**config.mk**
```make
export PLATFORM = sky130hd
export DESIGN_NAME = checksummed_frame_deframer_top_flat
export DESIGN_NICKNAME = d
export VERILOG_FILES = /design/src/sv/cfd_pkg.sv /design/src/sv/cfd_if.sv /design/src/sv/cfd_parser.sv /design/src/sv/cfd_out_buf.sv /design/src/sv/checksummed_frame_deframer_top.sv /design/src/flat_wrapper.sv
export SDC_FILE = /design/constraint.sdc
export NUM_CORES = 1
export LEC_CHECK = 0
export BUFFER_PORTS_ARGS = -buffer_cell sky130_fd_sc_hd__buf_2
export CAP_MARGIN = 20
export CELL_PAD_IN_SITES_DETAIL_PLACEMENT = 0
export CELL_PAD_IN_SITES_GLOBAL_PLACEMENT = 2
export CORE_UTILIZATION = 34
export DETAILED_ROUTE_END_ITERATION = 16
export PLACE_DENSITY = 0.85
export SYNTH_ARGS = -nofsm -noshare
export SYNTH_HDL_FRONTEND = slang
export SYNTH_HIERARCHICAL = 1
export SYNTH_SLANG_ARGS = --single-unit
```
**constraint.sdc**
```tcl
create_clock -name clk -period 4.49 [get_ports clk]
set_input_delay 0.898 -clock clk [delete_from_list [all_inputs] [get_ports clk]]
set_output_delay 0.898 -clock clk [all_outputs]
set_load 0.01 [all_outputs]
```
**src/sv/cfd_pkg.sv**
```systemverilog
// Shared types and codes for the checksummed frame deframer.
// Used by the interfaces, the frame parser, the output buffer and the top level.
package cfd_pkg;

  localparam int ByteW   = 8;
  localparam int StatusW = 3;

  // Final status codes.
  localparam logic [StatusW-1:0] STATUS_OK       = 3'd0;
  localparam logic [StatusW-1:0] STATUS_LCS_BAD  = 3'd1;
  localparam logic [StatusW-1:0] STATUS_ID_BAD   = 3'd2;
  localparam logic [StatusW-1:0] STATUS_TOO_LONG = 3'd3;
  localparam logic [StatusW-1:0] STATUS_DCS_BAD  = 3'd4;

  // Reset value of the expected frame id register.
  localparam logic [ByteW-1:0] FRAME_ID_RESET = 8'd213;

  // One result item.
  typedef struct packed {
    logic               payload_valid;
    logic [ByteW-1:0]   payload_byte;
    logic               last;
    logic [StatusW-1:0] status;
    logic [ByteW-1:0]   payload_count;
  } cfd_result_t;

endpackage

```
**src/sv/cfd_if.sv**
```systemverilog
// Valid/ready channel interfaces for the deframer input bytes and its results.
// Depends on cfd_pkg for field widths.
interface cfd_in_if;
  import cfd_pkg::*;

  logic             valid;
  logic             ready;
  logic             start_frame;
  logic [ByteW-1:0] rx_byte;
  logic [ByteW-1:0] payload_limit;

  modport source (output valid, output start_frame, output rx_byte,
                  output payload_limit, input ready);
  modport sink (input valid, input start_frame, input rx_byte,
                input payload_limit, output ready);
endinterface

interface cfd_out_if;
  import cfd_pkg::*;

  logic               valid;
  logic               ready;
  logic               payload_valid;
  logic [ByteW-1:0]   payload_byte;
  logic               last;
  logic [StatusW-1:0] status;
  logic [ByteW-1:0]   payload_count;

  modport source (output valid, output payload_valid, output payload_byte,
                  output last, output status, output payload_count, input ready);
  modport sink (input valid, input payload_valid, input payload_byte,
                input last, input status, input payload_count, output ready);
endinterface

```
**src/sv/cfd_parser.sv**
```systemverilog
// Frame parser: header skip, length and id checks, payload forwarding, data check.
// Depends on cfd_pkg for the result type and status codes.
module cfd_parser (
  input  logic                          clk,
  input  logic                          rst,
  input  logic                          accept,
  input  logic                          start_frame,
  input  logic [cfd_pkg::ByteW-1:0]     rx_byte,
  input  logic [cfd_pkg::ByteW-1:0]     payload_limit,
  input  logic [cfd_pkg::ByteW-1:0]     expected_frame_id,
  output logic                          has_result,
  output cfd_pkg::cfd_result_t          result
);
  import cfd_pkg::*;

  localparam logic [2:0] PH_IDLE   = 3'd0;
  localparam logic [2:0] PH_HEADER = 3'd1;
  localparam logic [2:0] PH_LEN    = 3'd2;
  localparam logic [2:0] PH_LCS    = 3'd3;
  localparam logic [2:0] PH_ID     = 3'd4;
  localparam logic [2:0] PH_DATA   = 3'd5;
  localparam logic [2:0] PH_DCS    = 3'd6;

  logic [2:0]       phase, phase_next;
  logic [1:0]       header_skip_count, header_skip_count_next;
  logic [ByteW-1:0] length_byte, length_byte_next;
  logic [ByteW-1:0] bytes_remaining, bytes_remaining_next;
  logic [ByteW-1:0] running_sum, running_sum_next;
  logic [ByteW-1:0] limit_held, limit_held_next;
  logic [ByteW-1:0] len_minus_one;

  assign len_minus_one = length_byte - 8'd1;

  // Next state and the result caused by the byte on the input.
  always_comb begin
    phase_next             = phase;
    header_skip_count_next = header_skip_count;
    length_byte_next       = length_byte;
    bytes_remaining_next   = bytes_remaining;
    running_sum_next       = running_sum;
    limit_held_next        = limit_held;
    has_result             = 1'b0;
    result                 = '0;

    if (start_frame) begin
      limit_held_next        = payload_limit;
      header_skip_count_next = 2'd1;
      phase_next             = PH_HEADER;
    end else begin
      case (phase)
        PH_HEADER: begin
          header_skip_count_next = header_skip_count + 2'd1;
          if (header_skip_count_next == 2'd3) begin
            phase_next = PH_LEN;
          end
        end
        PH_LEN: begin
          length_byte_next = rx_byte;
          phase_next       = PH_LCS;
        end
        PH_LCS: begin
          if (length_byte + rx_byte != 8'd0) begin
            has_result    = 1'b1;
            result.last   = 1'b1;
            result.status = STATUS_LCS_BAD;
            phase_next    = PH_IDLE;
          end else begin
            phase_next = PH_ID;
          end
        end
        PH_ID: begin
          bytes_remaining_next = len_minus_one;
          running_sum_next     = expected_frame_id;
          if (rx_byte != expected_frame_id) begin
            has_result    = 1'b1;
            result.last   = 1'b1;
            result.status = STATUS_ID_BAD;
            phase_next    = PH_IDLE;
          end else if (len_minus_one > limit_held) begin
            has_result    = 1'b1;
            result.last   = 1'b1;
            result.status = STATUS_TOO_LONG;
            phase_next    = PH_IDLE;
          end else if (len_minus_one == 8'd0) begin
            phase_next = PH_DCS;
          end else begin
            phase_next = PH_DATA;
          end
        end
        PH_DATA: begin
          running_sum_next     = running_sum + rx_byte;
          bytes_remaining_next = bytes_remaining - 8'd1;
          if (bytes_remaining_next == 8'd0) begin
            phase_next = PH_DCS;
          end
          has_result           = 1'b1;
          result.payload_valid = 1'b1;
          result.payload_byte  = rx_byte;
        end
        PH_DCS: begin
          has_result  = 1'b1;
          result.last = 1'b1;
          phase_next  = PH_IDLE;
          if (running_sum + rx_byte != 8'd0) begin
            result.status = STATUS_DCS_BAD;
          end else begin
            result.status        = STATUS_OK;
            result.payload_count = len_minus_one;
          end
        end
        default: begin
          phase_next = PH_IDLE;
        end
      endcase
    end
  end

  // State registers advance only on an accepted byte.
  always_ff @(posedge clk) begin
    if (rst) begin
      phase             <= PH_IDLE;
      header_skip_count <= 2'd0;
      length_byte       <= '0;
      bytes_remaining   <= '0;
      running_sum       <= '0;
      limit_held        <= '0;
    end else if (accept) begin
      phase             <= phase_next;
      header_skip_count <= header_skip_count_next;
      length_byte       <= length_byte_next;
      bytes_remaining   <= bytes_remaining_next;
      running_sum       <= running_sum_next;
      limit_held        <= limit_held_next;
    end
  end

  // A final result always leaves the parser idle.
  assert property (@(posedge clk) disable iff (rst)
    accept && has_result && result.last |=> phase == PH_IDLE)
    else $error("parser not idle after final result");

  // A start byte never produces a result.
  assert property (@(posedge clk) disable iff (rst)
    start_frame |-> !has_result)
    else $error("result on start byte");

  // Payload results come only from the data phase.
  assert property (@(posedge clk) disable iff (rst)
    has_result && result.payload_valid |-> phase == PH_DATA && !result.last)
    else $error("payload result outside data phase");

  // An ok status is given only after a data check byte.
  assert property (@(posedge clk) disable iff (rst)
    has_result && result.last && result.status == STATUS_OK |-> phase == PH_DCS)
    else $error("ok status outside data check phase");

endmodule

```
**src/sv/cfd_out_buf.sv**
```systemverilog
// Two-entry output buffer: a result register plus a skid register.
// Depends on cfd_pkg for the result type.
module cfd_out_buf (
  input  logic                 clk,
  input  logic                 rst,
  input  logic                 push,
  input  cfd_pkg::cfd_result_t push_data,
  output logic                 can_accept,
  output logic                 out_valid,
  output cfd_pkg::cfd_result_t out_data,
  input  logic                 out_ready
);
  import cfd_pkg::*;

  logic        skid_valid;
  cfd_result_t skid_data;

  // New transfers are taken as long as the skid register is free.
  assign can_accept = !skid_valid;

  // Control: the result register drains first, the skid register refills it.
  always_ff @(posedge clk) begin
    if (rst) begin
      out_valid  <= 1'b0;
      skid_valid <= 1'b0;
    end else if (push) begin
      if (out_valid && !out_ready) begin
        skid_valid <= 1'b1;
      end else begin
        out_valid <= 1'b1;
      end
    end else if (out_valid && out_ready) begin
      if (skid_valid) begin
        skid_valid <= 1'b0;
      end else begin
        out_valid <= 1'b0;
      end
    end
  end

  // Payload moves with the control above.
  always_ff @(posedge clk) begin
    if (push) begin
      if (out_valid && !out_ready) begin
        skid_data <= push_data;
      end else begin
        out_data <= push_data;
      end
    end else if (out_valid && out_ready && skid_valid) begin
      out_data <= skid_data;
    end
  end

  // The skid register is only occupied behind a held result.
  assert property (@(posedge clk) disable iff (rst)
    skid_valid |-> out_valid)
    else $error("skid entry without result entry");

  // The skid register fills only when the result register was stalled.
  assert property (@(posedge clk) disable iff (rst)
    $rose(skid_valid) |-> $past(out_valid && !out_ready))
    else $error("skid filled without a stall");

  // Draining the skid entry keeps a result on the output.
  assert property (@(posedge clk) disable iff (rst)
    skid_valid && out_ready |=> out_valid && !skid_valid)
    else $error("skid entry lost while draining");

endmodule

```
**src/sv/checksummed_frame_deframer_top.sv**
```systemverilog
// Top level of the checksummed frame deframer.
// Depends on cfd_pkg, cfd_if, cfd_parser and cfd_out_buf.
//
// The deframer takes one received byte per transfer and can take a new byte in
// every clock cycle: each byte is checked and added in a single pass of logic
// and its result, if any, is written into a two-entry output buffer, so input
// transfers continue while one result waits for the consumer. Payload bytes are
// passed on as they arrive, before the data check is known; a consumer must
// drop the bytes of a frame whose final result has a status other than ok.
// The input stalls only when both output buffer entries are full. The expected
// frame id register should be written only while no frame is in progress.
module checksummed_frame_deframer_top #(
  parameter logic [cfd_pkg::ByteW-1:0] FrameIdReset = cfd_pkg::FRAME_ID_RESET
) (
  input  logic                      clk,
  input  logic                      rst,
  input  logic                      cfg_wr_en,
  input  logic [cfd_pkg::ByteW-1:0] cfg_wr_data,
  cfd_in_if.sink                    rx_ch,
  cfd_out_if.source                 res_ch
);
  import cfd_pkg::*;

  logic [ByteW-1:0] frame_id;
  logic             accept;
  logic             has_result;
  logic             can_accept;
  cfd_result_t      result;
  cfd_result_t      out_data;

  // Configuration register.
  always_ff @(posedge clk) begin
    if (rst) begin
      frame_id <= FrameIdReset;
    end else if (cfg_wr_en) begin
      frame_id <= cfg_wr_data;
    end
  end

  // Input handshake.
  assign rx_ch.ready = can_accept;
  assign accept      = rx_ch.valid && rx_ch.ready;

  cfd_parser u_parser (
    .clk               (clk),
    .rst               (rst),
    .accept            (accept),
    .start_frame       (rx_ch.start_frame),
    .rx_byte           (rx_ch.rx_byte),
    .payload_limit     (rx_ch.payload_limit),
    .expected_frame_id (frame_id),
    .has_result        (has_result),
    .result            (result)
  );

  cfd_out_buf u_out_buf (
    .clk        (clk),
    .rst        (rst),
    .push       (accept && has_result),
    .push_data  (result),
    .can_accept (can_accept),
    .out_valid  (res_ch.valid),
    .out_data   (out_data),
    .out_ready  (res_ch.ready)
  );

  // Result fields onto the output channel.
  assign res_ch.payload_valid = out_data.payload_valid;
  assign res_ch.payload_byte  = out_data.payload_byte;
  assign res_ch.last          = out_data.last;
  assign res_ch.status        = out_data.status;
  assign res_ch.payload_count = out_data.payload_count;

endmodule
```
**src/flat_wrapper.sv**
```systemverilog
// flat-port wrapper written by rule: the top's interface ports become plain ports
module checksummed_frame_deframer_top_flat import cfd_pkg::*;
#(
  parameter logic [cfd_pkg::ByteW-1:0] FrameIdReset = cfd_pkg::FRAME_ID_RESET
)
  (clk, rst, cfg_wr_en, cfg_wr_data, rx_ch_valid, rx_ch_start_frame, rx_ch_rx_byte, rx_ch_payload_limit, rx_ch_ready, res_ch_valid, res_ch_payload_valid, res_ch_payload_byte, res_ch_last, res_ch_status, res_ch_payload_count, res_ch_ready);
  cfd_in_if rx_ch_i ();
  cfd_out_if res_ch_i ();
  input  logic clk;
  input  logic rst;
  input  logic cfg_wr_en;
  input  logic [cfd_pkg::ByteW-1:0] cfg_wr_data;
  input wire logic [$bits(rx_ch_i.valid)-1:0] rx_ch_valid;
  input wire logic [$bits(rx_ch_i.start_frame)-1:0] rx_ch_start_frame;
  input wire logic [$bits(rx_ch_i.rx_byte)-1:0] rx_ch_rx_byte;
  input wire logic [$bits(rx_ch_i.payload_limit)-1:0] rx_ch_payload_limit;
  output wire logic [$bits(rx_ch_i.ready)-1:0] rx_ch_ready;
  output wire logic [$bits(res_ch_i.valid)-1:0] res_ch_valid;
  output wire logic [$bits(res_ch_i.payload_valid)-1:0] res_ch_payload_valid;
  output wire logic [$bits(res_ch_i.payload_byte)-1:0] res_ch_payload_byte;
  output wire logic [$bits(res_ch_i.last)-1:0] res_ch_last;
  output wire logic [$bits(res_ch_i.status)-1:0] res_ch_status;
  output wire logic [$bits(res_ch_i.payload_count)-1:0] res_ch_payload_count;
  input wire logic [$bits(res_ch_i.ready)-1:0] res_ch_ready;
  assign rx_ch_i.valid = rx_ch_valid;
  assign rx_ch_i.start_frame = rx_ch_start_frame;
  assign rx_ch_i.rx_byte = rx_ch_rx_byte;
  assign rx_ch_i.payload_limit = rx_ch_payload_limit;
  assign rx_ch_ready = rx_ch_i.ready;
  assign res_ch_valid = res_ch_i.valid;
  assign res_ch_payload_valid = res_ch_i.payload_valid;
  assign res_ch_payload_byte = res_ch_i.payload_byte;
  assign res_ch_last = res_ch_i.last;
  assign res_ch_status = res_ch_i.status;
  assign res_ch_payload_count = res_ch_i.payload_count;
  assign res_ch_i.ready = res_ch_ready;
  checksummed_frame_deframer_top #(.FrameIdReset(FrameIdReset)) u_core (.clk(clk), .rst(rst), .cfg_wr_en(cfg_wr_en), .cfg_wr_data(cfg_wr_data), .rx_ch(rx_ch_i), .res_ch(res_ch_i));
endmodule
```
; After elaboration in Yosys (flattened, before gate mapping)
; Index checks and enable logic that the tools add are counted.
[classes]
add_sub_neg = 5
magnitude_cmp = 1
n_eq_ne = 13
n_mux = 36
bitwise_logic = 1
reduce_logical = 25
[ops]
columns = operator, n
row1 = $mux W21, 4
row2 = $pmux W8 S2, 2
row3 = $mux W3, 7
row4 = $add A8 B8 Y8, 2
row5 = $logic_not A8 Y1, 2
row6 = $mux W8, 2
row7 = $reduce_bool A8 Y1, 2
row8 = $sub A8 B1 Y8 const B, 2
row9 = $pmux W3 S5, 1
row10 = $mux W4, 3
row11 = $pmux W4 S3, 1
row12 = $reduce_and A3 Y1, 4
row13 = $mux W1, 11
row14 = $reduce_and A2 Y1, 5
row15 = $eq A3 B3 Y1 const B, 3
row16 = $mux W9, 1
row17 = $gt A8 B8 Y1, 1
row18 = $ne A8 B8 Y1, 1
row19 = $reduce_bool A2 Y1, 4
row20 = $eq A3 B2 Y1 const B, 2
row21 = $mux W2, 3
row22 = $ne A3 B3 Y1 const B, 2
row23 = $logic_and A1 B1 Y1, 5
row24 = $ne A2 B2 Y1 const B, 2
row25 = other kinds (8), 9
[word_totals]
ff_bits = 89
in_bits = 30
out_inout_bits = 23
elab_cells = 100

; Logic depth before layout (Yosys ltp)
[depth]
depth_word = 9
depth_mapped = 18

; Hierarchy
; Netlist, hierarchy kept.
[by_module_without_submodules]
columns = module, instances, cells_each, area_each_um2, seq_area_each_um2
row1 = cfd_parser, 1, 416, 3139.3, 740.7
row2 = cfd_out_buf, 1, 80, 1697.9, 1301.2
row3 = checksummed_frame_deframer_top, 1, 28, 311.5, 160.2

; Worst setup path after synthesis
; Ideal clock, no wire load.
[synth_path]
kind = register to register
from = register u_core.u_parser.length_byte[0]
to = register u_core/u_out_buf/out_data[0] (netlist name)
setup_time_ns = 0.399
arrival_ns = 3.921
required_time_ns = 4.091
setup_slack_ns = 0.171
stages_incl_launch_ff = 19
path_cell_list = dfxtp_1 -> inv_1 -> ha_1 -> inv_1 -> nor3_1 -> xnor2_1 -> inv_1 -> ha_1 -> mux2i_1 -> a21o_1 -> maj3_2 -> a22o_2 -> o21a_1 -> o211ai_1 -> and3_1 -> buf_6 -> buf_6 -> a21oi_1 -> nor2_1
[synth_between]
elab_chain_len = 9
word_cells_on_any_way = 13
classes_between = add/sub: 2 / order compare: 1 / eq/ne: 1 / mux: 5 / reduce/logical: 4
[synth_lines]
columns = item, line
row1 = "start, declared", cfd_parser.sv:26  ; logic [ByteW-1:0] length_byte, length_byte_next;
row2 = "start signal, assigned", cfd_parser.sv:130  ; length_byte <= length_byte_next;
row3 = $sub A8 B1 Y8, cfd_parser.sv:32  ; assign len_minus_one = length_byte - 8'd1;
row4 = $gt A8 B8 Y1, cfd_parser.sv:79  ; end else if (len_minus_one > limit_held) begin
row5 = $mux W1, cfd_parser.sv:79
row6 = $mux W1, cfd_parser.sv:74  ; if (rx_byte != expected_frame_id) begin
row7 = $pmux W1 S3 (*), cfd_parser.sv:50  ; case (phase)
row8 = $mux W1 (*), cfd_parser.sv:45  ; if (start_frame) begin
row9 = via u_core.has_result, checksummed_frame_deframer_top.sv:26  ; logic has_result;
row10 = $logic_and A1 B1 Y1 (*), checksummed_frame_deframer_top.sv:59  ; .push (accept && has_result),
row11 = $ne A2 B2 Y1 (no line) or $reduce_bool A2 Y1 (tied branches), n/a
row12 = $reduce_and A2 Y1 (no line) (*), n/a
; The timed path passes the listed nets; every way through them passes the cells marked *.
; A chain may end at the register's enable or synchronous reset.

; Worst setup path in the final report
[layout_path]
from = register u_core.u_parser.length_byte[0]
to = register u_core/u_out_buf/out_data[6] (netlist name)
[layout_between]
elab_chain_len = 9
word_cells_on_any_way = 13
classes_between = add/sub: 2 / order compare: 1 / eq/ne: 1 / mux: 5 / reduce/logical: 4
[layout_lines]
columns = item, line
row1 = $sub A8 B1 Y8, cfd_parser.sv:32
row2 = $gt A8 B8 Y1, cfd_parser.sv:79
row3 = $mux W1, cfd_parser.sv:79
row4 = $mux W1, cfd_parser.sv:74
row5 = $pmux W1 S3 (*), cfd_parser.sv:50
row6 = $mux W1 (*), cfd_parser.sv:45
row7 = via u_core.has_result, checksummed_frame_deframer_top.sv:26
row8 = $logic_and A1 B1 Y1 (*), checksummed_frame_deframer_top.sv:59
row9 = $ne A2 B2 Y1 (no line) or $reduce_bool A2 Y1 (tied branches), n/a
row10 = $reduce_and A2 Y1 (no line) (*), n/a
; Marked as above.

==> results_dict.tcl <==
set metrics [dict create \
    status "finished, final reports clean" \
    fmax_ghz 0.246 \
    synth_top_area_cell "edfxtp_1" \
    start_util 0.352 \
    powerDensity_nw_per_um2 306 \
    critical_path_class "register to register" \
    finalSetupViolations 0 \
    placementRows 44 \
    postSynthAreaPerCell_sq_um 9.83 \
    clock-sinks 89 \
    worst_ep_required_time_ns 4.52 \
    tightest_slew_ns 0.968 \
    via_count 3953 \
    power.static_leakage_nw 2.22 \
    grt_max_degree 50 \
    cts_root_buffer "clkbuf_16" \
    dp_hpwl_mm 8.76 \
    wl_per_cell_um 15.6 \
    yosysMostFrequentCell "nor2_1" \
    fin_cells 757 \
    grt_setup_unrepaired "no" \
    ant_nets 0 \
    clock_latency_ns 0.35 \
    grt_overflow 0 \
    post_cts_resized 0 \
    ff2ff_setup_slack_ns 0.43 \
    htreeDepth 3 \
    drt_iter0_markers 247 \
    place_congestion 0.915 \
    area_growth_pct 14.7 \
    final_nets 625 \
    synth_seq_cells 89 \
    cts_tree "done" \
    grt_pass1_vias 3717 \
    path_clk_slew_ns 0.07 \
    synth_edf_count 42 \
    drt-total-wl_mm 11.8 \
    netlist_area_sq_um 5150 \
    min_to "u_core/u_parser/limit_held[3]" \
    netlist.area_leader.share 0.245 \
    hold_start "u_core/u_parser/limit_held[3]" \
    vias_per_cell 5.22 \
    crit_path_max_fanout 25 \
    fin_crit_ns 4.06 \
    finalMaxSlewViolations 0 \
    yosysWarnings 6 \
    track_usage 0.156 \
    ys_top_cells_by_area "edfxtp_1 24%, dfxtp_1 18%, ha_1 6.1%" \
    fin_tns_setup_ns 0 \
    place_inst 741 \
    worstReg2RegStart "u_core/u_parser/length_byte[0]" \
    synthCells 524 \
    async_flop_share 0 \
    dieArea_sq_um 15600 \
    antenna_found_initial 0 \
    synth_flop_cell "dfxtp_1" \
    worstHoldPathCells 2 \
    hold_viol 0 \
    finalClockSkew_ns 0.00814 \
    cp-start-kind "register" \
    synth_common_cells "54 x nor2_1, 47 x dfxtp_1, 42 x edfxtp_1, 33 x nand2_1, 33 x o21ai_0" \
    min_path_type "register to register" \
    layout-drive-gt1-share 0.194 \
    worstSetupStartpoint "u_core/u_parser/length_byte[0]" \
    syn_nets 581 \
    clockBufferDepth 2 \
    post-route-period-util 0.905 \
    cts_setup_buffers 0 \
    drcViolationCount 0 \
    die_h_um 125 \
    io_pins 53 \
    core_area_sq_um 14600 \
    grt_pass1_wl_mm 19.3 \
    cts-buffers-inserted 9 \
    max_cap_violations 0 \
    worstSetupEndpointType "register" \
    numPortBuffers 52 \
    max-slew-margin-rel 0.351 \
    antenna_cells 0 \
    drt-pass1-iter-count 10 \
    ir_drop_mv 0.184 \
    worstPathArrival_ns 4.10 \
    worstRegToRegCells 18 \
    synth_cell_types 65 \
    hold_buffers 0 \
    timing.rr.end "u_core/u_out_buf/out_data[6]" \
    die_w_um 125 \
    synth_seq_area_share 0.428 \
]
## cells by family after synthesis
| family | count (synthesis) | share of synthesized area |
|---|---|---|
| simple gates | 176 | 0.176 |
| compound gates | 118 | 0.149 |
| flops | 89 | 0.428 |
| buf+inv | 51 | 0.0447 |
| mux | 37 | 0.0889 |
| fa+ha+maj | 30 | 0.0751 |
| xor+xnor | 23 | 0.0391 |
## metal layers
| metal | part of all wire | up-vias | GRT usage |
|---|---|---|---|
| li1 | - | 1990 | - |
| met1 | 0.49 | 1856 | 0.204 |
| met2 | 0.45 | 91 | 0.248 |
| met3 | 0.043 | 16 | 0.0359 |
| met4 | 0.023 | 0 | 0.0667 |
| met5 | 0 | - | 0 |
## per-stage QoR
step                hold WS (ns)  worst slack, ns  power [mW]  area (sq um)  utilization
finish                     0.456            0.425        1.81          5910        0.403
global placement           0.449            0.439       0.984          5570        0.380
CTS                        0.458            0.391        1.84          5910        0.403
detailed placement         0.448            0.419       0.985          5570        0.380
global route               0.480            0.100        1.88          5910        0.403
floorplan                  0.436            0.171       0.948          5150            -
## sequential cells by signal, summed over array words and instances (netlist names)
register / count
u_core/u_parser/length_byte: 8
u_core/u_out_buf/out_valid: 1
u_core/u_parser/phase: 3
u_core/frame_id: 8
u_core/u_parser/running_sum: 8
u_core/u_out_buf/skid_data: 21
u_core/u_out_buf/out_data: 21
u_core/u_parser/bytes_remaining: 8
u_core/u_out_buf/skid_valid: 1
u_core/u_parser/header_skip_count: 2
u_core/u_parser/limit_held: 8
## cell usage in the layout (no fill, tap or decap), drive strengths merged, types with 3 or more instances in the layout
master / instances
mux2: 22
a21o: 3
nor2: 54
inv: 27
dfxtp: 47
xnor2: 19
xor2: 4
a211oi: 11
a211o: 6
or3: 6
a22oi: 3
edfxtp: 42
o21a: 4
o22ai: 3
o211ai: 4
ha: 25
o21ai: 33
nor3b: 3
and2: 10
nand3: 9
a21oi: 30
nand2b: 8
mux2i: 15
clkbuf: 9
and2b: 3
nand4: 5
nor2b: 6
nor3: 12
nor4: 12
nand3b: 3
and3: 3
nand2: 33
buf: 59
a311oi: 4
maj3: 3
## cell type report
type | instances | area [sq um]
Fill cell | 1427 | 8740
Multi-Input combinational cell | 384 | 2720
Sequential cell | 89 | 2200
Timing Repair Buffer | 59 | 325
Tap cell | 184 | 230
Clock buffer | 9 | 225
Clock inverter | 7 | 113
Inverter | 25 | 93.8
## critical path, cell delays in order (launching register included)
cell	delay [ns]
dfxtp_1	0.55
inv_1	0.11
ha_1	0.24
inv_1	0.08
nor3_1	0.05
xnor2_1	0.32
inv_1	0.08
ha_1	0.29
mux2i_1	0.12
a21o_1	0.16
maj3_2	0.32
a22o_2	0.24
o21a_1	0.18
o211ai_1	0.15
and3_1	0.22
buf_12	0.20
a21oi_1	0.06
nor2_1	0.09
buf_4	0.27
## worst max-delay path by stage
stage / to / slack (ns) / cells after the start
after floorplan: u_core/u_out_buf/out_data[0] / 0.17 / 18
after global placement: u_core/u_out_buf/out_data[20] / 0.44 / 18
after detailed placement: u_core/u_out_buf/out_data[17] / 0.42 / 18
after CTS: u_core/u_out_buf/out_data[6] / 0.39 / 18
after global routing: u_core/u_out_buf/out_data[5] / 0.10 / 18
final: u_core/u_out_buf/out_data[6] / 0.43 / 18
## power breakdown
group          total [mW]  switching (mW)  internal [mW]
registers           0.861          0.0104          0.851
logic               0.105          0.0609         0.0444
clock network       0.843           0.344          0.499
total                1.81           0.415           1.39
Power figures use the tool's default switching activity.
